===== src/rtl/core/swm_pkg.sv =====
// Shared types and constants for the sliding-window median block.
// Used by every module under rtl/core; no dependencies.
`timescale 1ns / 1ps

package swm_pkg;

    localparam int WINDOW_DEF      = 240;
    localparam int SAMPLE_BITS_DEF = 20;
    localparam int FILL_BITS       = 8;

    // Sequencer states.
    typedef enum logic [2:0] {
        S_IDLE,
        S_RING_WR,
        S_FETCH,
        S_MERGE,
        S_MED_RD,
        S_MED_WAIT
    } t_state;

    // Enables of one memory port pair.
    typedef struct packed {
        logic wr_en;
        logic rd_en;
    } t_mem_ctl;

endpackage


===== src/rtl/core/swm_seq.sv =====
// Per-sample sequencer: ring update, merge of the sorted bank, median read.
// Uses swm_pkg (state enum, memory enable struct).
`timescale 1ns / 1ps

module swm_seq #(
    parameter int WINDOW      = swm_pkg::WINDOW_DEF,
    parameter int SAMPLE_BITS = swm_pkg::SAMPLE_BITS_DEF,
    localparam int IDX_W      = (WINDOW > 1) ? $clog2(WINDOW) : 1,
    localparam int CNT_W      = $clog2(WINDOW + 1),
    localparam int ADDR_W     = $clog2(2 * WINDOW)
) (
    input  logic                   i_clk,
    input  logic                   i_rst_n,
    input  logic                   i_start,
    input  logic [SAMPLE_BITS-1:0] i_sample,
    output logic                   o_busy,
    input  logic                   i_out_free,
    output logic                   o_done,
    output logic [CNT_W-1:0]       o_fill,
    output swm_pkg::t_mem_ctl      o_ring_ctl,
    output logic [IDX_W-1:0]       o_ring_waddr,
    output logic [IDX_W-1:0]       o_ring_raddr,
    output logic [SAMPLE_BITS-1:0] o_ring_wdata,
    input  logic [SAMPLE_BITS-1:0] i_ring_rdata,
    output swm_pkg::t_mem_ctl      o_sort_ctl,
    output logic [ADDR_W-1:0]      o_sort_waddr,
    output logic [ADDR_W-1:0]      o_sort_raddr,
    output logic [SAMPLE_BITS-1:0] o_sort_wdata,
    input  logic [SAMPLE_BITS-1:0] i_sort_rdata
);

    swm_pkg::t_state r_state, n_state;

    logic [CNT_W-1:0]       r_held, n_held;
    logic [IDX_W-1:0]       r_oldest, n_oldest;
    logic                   r_bank, n_bank;
    logic                   r_full, n_full;
    logic [CNT_W-1:0]       r_m, n_m;
    logic [CNT_W-1:0]       r_n_new, n_n_new;
    logic [CNT_W-1:0]       r_rd, n_rd;
    logic [CNT_W-1:0]       r_wr, n_wr;
    logic                   r_ins_done, n_ins_done;
    logic                   r_del_done, n_del_done;
    logic [SAMPLE_BITS-1:0] r_sample, n_sample;

    logic x_valid;

    function automatic logic [ADDR_W-1:0] sort_addr(input logic bank,
                                                    input logic [CNT_W-1:0] idx);
        logic [ADDR_W-1:0] base;
        base = ADDR_W'(idx);
        return bank ? base + ADDR_W'(WINDOW) : base;
    endfunction

    always_ff @(posedge i_clk) begin
        if (!i_rst_n) begin
            r_state    <= swm_pkg::S_IDLE;
            r_held     <= '0;
            r_oldest   <= '0;
            r_bank     <= 1'b0;
            r_full     <= 1'b0;
            r_m        <= '0;
            r_n_new    <= '0;
            r_rd       <= '0;
            r_wr       <= '0;
            r_ins_done <= 1'b0;
            r_del_done <= 1'b0;
        end else begin
            r_state    <= n_state;
            r_held     <= n_held;
            r_oldest   <= n_oldest;
            r_bank     <= n_bank;
            r_full     <= n_full;
            r_m        <= n_m;
            r_n_new    <= n_n_new;
            r_rd       <= n_rd;
            r_wr       <= n_wr;
            r_ins_done <= n_ins_done;
            r_del_done <= n_del_done;
        end
    end

    always_ff @(posedge i_clk) begin
        r_sample <= n_sample;
    end

    assign x_valid = (r_rd < r_m);

    always_comb begin
        n_state      = r_state;
        n_held       = r_held;
        n_oldest     = r_oldest;
        n_bank       = r_bank;
        n_full       = r_full;
        n_m          = r_m;
        n_n_new      = r_n_new;
        n_rd         = r_rd;
        n_wr         = r_wr;
        n_ins_done   = r_ins_done;
        n_del_done   = r_del_done;
        n_sample     = r_sample;
        o_busy       = 1'b1;
        o_done       = 1'b0;
        o_ring_ctl   = '0;
        o_ring_raddr = r_oldest;
        o_ring_waddr = r_full ? r_oldest : r_m[IDX_W-1:0];
        o_ring_wdata = r_sample;
        o_sort_ctl   = '0;
        o_sort_raddr = sort_addr(r_bank, r_rd);
        o_sort_waddr = sort_addr(!r_bank, r_wr);
        o_sort_wdata = r_sample;

        case (r_state)
            swm_pkg::S_IDLE: begin
                o_busy = 1'b0;
                if (i_start) begin
                    // Fetch the entry about to be overwritten; unused while filling.
                    o_ring_ctl.rd_en = (r_held == CNT_W'(WINDOW));
                    n_sample   = i_sample;
                    n_full     = (r_held == CNT_W'(WINDOW));
                    n_m        = r_held;
                    n_n_new    = (r_held == CNT_W'(WINDOW)) ? r_held : r_held + 1'b1;
                    n_rd       = '0;
                    n_wr       = '0;
                    n_ins_done = 1'b0;
                    n_del_done = 1'b0;
                    n_state    = swm_pkg::S_RING_WR;
                end
            end
            swm_pkg::S_RING_WR: begin
                o_ring_ctl.wr_en = 1'b1;
                if (r_full) begin
                    n_oldest = (r_oldest == IDX_W'(WINDOW - 1)) ? '0 : r_oldest + 1'b1;
                end else begin
                    n_held = r_held + 1'b1;
                end
                n_state = swm_pkg::S_FETCH;
            end
            swm_pkg::S_FETCH: begin
                o_sort_ctl.rd_en = x_valid;
                n_state = swm_pkg::S_MERGE;
            end
            swm_pkg::S_MERGE: begin
                if (r_full && !r_del_done && x_valid && (i_sort_rdata == i_ring_rdata)) begin
                    // Drop the evicted sample once.
                    n_del_done = 1'b1;
                    n_rd       = r_rd + 1'b1;
                end else if (!r_ins_done && (!x_valid || (r_sample <= i_sort_rdata))) begin
                    o_sort_ctl.wr_en = 1'b1;
                    o_sort_wdata     = r_sample;
                    n_ins_done       = 1'b1;
                    n_wr             = r_wr + 1'b1;
                end else begin
                    o_sort_ctl.wr_en = 1'b1;
                    o_sort_wdata     = i_sort_rdata;
                    n_wr             = r_wr + 1'b1;
                    n_rd             = r_rd + 1'b1;
                end
                n_state = (n_wr == r_n_new) ? swm_pkg::S_MED_RD : swm_pkg::S_FETCH;
            end
            swm_pkg::S_MED_RD: begin
                o_sort_ctl.rd_en = 1'b1;
                o_sort_raddr     = sort_addr(!r_bank, r_n_new >> 1);
                n_bank           = !r_bank;
                n_state          = swm_pkg::S_MED_WAIT;
            end
            swm_pkg::S_MED_WAIT: begin
                if (i_out_free) begin
                    o_done  = 1'b1;
                    n_state = swm_pkg::S_IDLE;
                end
            end
            default: begin
                n_state = swm_pkg::S_IDLE;
            end
        endcase
    end

    assign o_fill = r_n_new;

endmodule


===== config.mk =====
export PLATFORM = sky130hd
export DESIGN_NAME = swm_seq
export DESIGN_NICKNAME = d
export VERILOG_FILES = /design/src/rtl/core/swm_pkg.sv /design/src/rtl/core/swm_seq.sv
export SDC_FILE = /design/constraint.sdc
export NUM_CORES = 1
export LEC_CHECK = 0
export BUFFER_PORTS_ARGS = -buffer_cell sky130_fd_sc_hd__buf_2
export CAP_MARGIN = 15
export CORE_MARGIN = 4
export CORE_UTILIZATION = 30
export CTS_CLUSTER_SIZE = 20
export DETAILED_ROUTE_END_ITERATION = 6
export GPL_TIMING_DRIVEN = 0
export PLACE_DENSITY = 0.51
export SYNTH_ARGS = -nofsm -noshare
export SYNTH_HDL_FRONTEND = slang
export SYNTH_SLANG_ARGS = --single-unit

===== constraint.sdc =====
create_clock -name i_clk -period 6 [get_ports i_clk]
set_clock_uncertainty 0.15 [all_clocks]
set_input_delay 1.2 -clock i_clk [delete_from_list [all_inputs] [get_ports i_clk]]
set_output_delay 1.2 -clock i_clk [all_outputs]
set_load 0.005 [all_outputs]

==> key figures <==
Status
  • Run status: finished, final reports clean

Setup path
  • Critical path class: in2out
  • Worst Setup Start Kind: primary input
  • WP data required: roughly 4700 ps
  • Crit path arrival time: approximately 3700 ps
  • Crit path max fanout: 10
  • CP Capture Type: primary output

Synth
  • Synth area leader: dfxtp_1
  • Synth Instances: approximately 600
  • EDFF count, synth: 20
  • Yosys warnings: 0
  • Library cells used by synthesis: between 50 and 60
  • Post-synth top flop: dfxtp_1
  • Average size of a mapped cell: approximately 8.3 µm²
  • Area share of the largest cell type after synthesis: 0.221
  • Synthesized net count: roughly 700
  • Share of flip-flops with an asynchronous set or reset: 0
  • Mapped Area: 4990 µm²
  • #FFs+latches synth: 75
  • Post-synthesis sequential area ratio: 0.341
  • Leading post-synthesis cells by cell area: dfxtp_1 22%, edfxtp_1 12%, ha_1 9.5%

Layout
  • Layout Nets: ~870
  • Non-Filler Instances: between 900 and 1000
  • Commonest non-fill, non-tap cell in the layout: buf_2
  • FILL cells: about 1700
  • Share of cells above drive strength 1: 0.265
  • Synth-to-Final Area Change: 26.4%
  • Fin area: between 6000 and 7000 µm²
  • Inserted Diodes: 0
  • Most frequent cells in the layout: 156 x buf_2, 76 x nand2_1, 58 x nor2_1

STA
  • Maximum clock rate: 197 MHz
  • Hold Fails Final Rpt: 0
  • Final period utilization: 0.848
  • Final slew viol count: 0
  • Setup_tns: 0 ps
  • Final setup viols: 0
  • Tmin final: 5090 ps
  • Slew at the pin closest to its max-slew limit: roughly 970 ps
  • RSZ-0062 raised after global routing: false
  • Slew headroom: 0.352

CTS
  • CTS resizes: 0
  • Skew-Pair Late Insertion Delay: around 350 ps
  • # hold bufs at CTS: 0
  • Setup bufs post-CTS: 0
  • Num CTS Buffers: 9
  • CTS tree: built
  • Sink Count: between 70 and 80
  • Clock transition at path regs: 60 ps
  • H-tree levels: 3
  • CTS root buf: clkbuf_16
  • Max Buffers Root-to-Sink: 2

GRT
  • Grt total ovfl: 0
  • First-pass GRT wire length: 24.5 mm
  • Vias in the first global route: around 4800
  • Initial antenna violation count: 0
  • Largest net degree at the start of global routing: 30
  • Total Routing Usage GR: 0.167

Placed design
  • Placed Cells: between 900 and 1000
  • DP HPWL: approximately 13 mm
  • Final Wtd Congestion: between 0.8 and 0.9
  • Port bufs: between 150 and 200
  • Placed Area: between 6000 and 7000 µm²

Routing
  • Drt wl/cell: around 16 µm
  • Drt via density: between 4 and 5
  • Final wirelength: between 15 and 20 mm
  • Vias post-DR: 4736
  • Remaining DRCs: 0
  • DRT Pass-1 Iters: 5
  • First DRT Iteration DRCs: around 260
  • DRT antenna net count: 0

Floorplan
  • Die area: 18800 µm²
  • I/O pin cnt: around 150
  • Site Rows: 46
  • Core area: around 16000 µm²
  • Initial Util: 0.310
  • Die Y: between 100 and 150 µm
  • Die width: between 100 and 150 µm

Run
  • Maxcap violations: 0

Pwr
  • IR drop worst, VDD: 0.131 mV
  • Lkg Pwr: approximately 2.7 nW
  • Pwr/cell area: slightly above 200 nW/µm²
  • PnR Total Power: 1.29 mW

Min path
  • Hold WC Path Type: reg2reg
==> logic make-up after synthesis <==
group	count (synthesis)	synth area share
adders and majority gates	38	0.0953
AOI/OAI and AO/OA	101	0.127
DFF	75	0.341
xor gates and xnor gates	60	0.105
and+or+nand+nor	226	0.213
buffers and inverters	77	0.0627
muxes	25	0.0554
==> synthesized netlist by cell type, types with 5 or more instances <==
library cell	instances
a211oi_1	10
a21oi_1	37
and3_1	6
buf_4	5
clkbuf_1	23
dfxtp_1	55
edfxtp_1	20
ha_1	38
inv_1	44
mux2_2	21
nand2_1	76
nand2b_1	5
nand3_1	23
nand4_1	16
nor2_1	58
nor3_1	7
nor4_1	6
o21a_1	6
o21ai_0	21
o31ai_1	5
or3_1	5
xnor2_1	45
xor2_1	15
==> critical path, cell delays in order <==
cell,delay (ps)
buf_2,100
inv_1,40
ha_1,280
a21o_1,180
a21oi_1,140
nor2b_1,60
o31ai_1,290
a31o_2,280
inv_1,50
o21ai_0,280
buf_2,330
mux2_2,370
buf_2,130
==> metal layers <==
metal	up-vias	GRT usage	share of wire
met4	0	0.0382	0.0095
met3	12	0.0364	0.036
met5	-	0	0
met1	2235	0.212	0.45
li1	2407	-	-
met2	82	0.290	0.50
==> state kept, by name (all words and copies together), names as in the netlist, 3 cells and up <==
| name | cells |
|---|---|
| r_rd | 8 |
| r_m | 8 |
| r_held | 8 |
| r_state | 3 |
| o_fill | 8 |
| r_wr | 8 |
| o_ring_raddr | 8 |
| o_ring_wdata | 20 |
==> where the power goes <==
part,switching [mW],internal (mW),total (mW),leakage (nW)
logic,0.110,0.0909,0.201,1.94
clock network,0.219,0.307,0.526,0.141
registers,0.0221,0.542,0.564,0.635
total,0.352,0.939,1.29,2.72
==> worst paths after layout <==
path               startpoint               end  slack, ps  cells after the start
max reg2reg           r_rd[4]        r_state[1]       2990                     10
max          i_sort_rdata[13]  o_sort_wdata[11]        910                     13
min                    r_m[4]            r_m[4]        300                      2
min reg2reg            r_m[4]            r_m[4]        300                      2
==> per-stage QoR <==
step | hold WS, ps | setup WS, ps | utilization
global placement | 294 | 920 | 0.373
global route | 326 | 764 | 0.391
CTS | 306 | 926 | 0.391
finish | 304 | 913 | 0.391
floorplan | 282 | 1570 | -
detailed placement | 298 | 941 | 0.373
==> area by class of cell <==
class                   instances  area, µm²  area share
plain buffers                  33        149      0.0236
clock buffers                  11        254      0.0403
clock inverters                 5       35.0     0.00556
inverters                      44        165      0.0262
multi-input cells             450       2970       0.472
flip-flops and latches         75       1700       0.270
well taps                     216        270      0.0429
repair buffers                151        756       0.120
No activity file was read; power rests on OpenSTA's default activity.
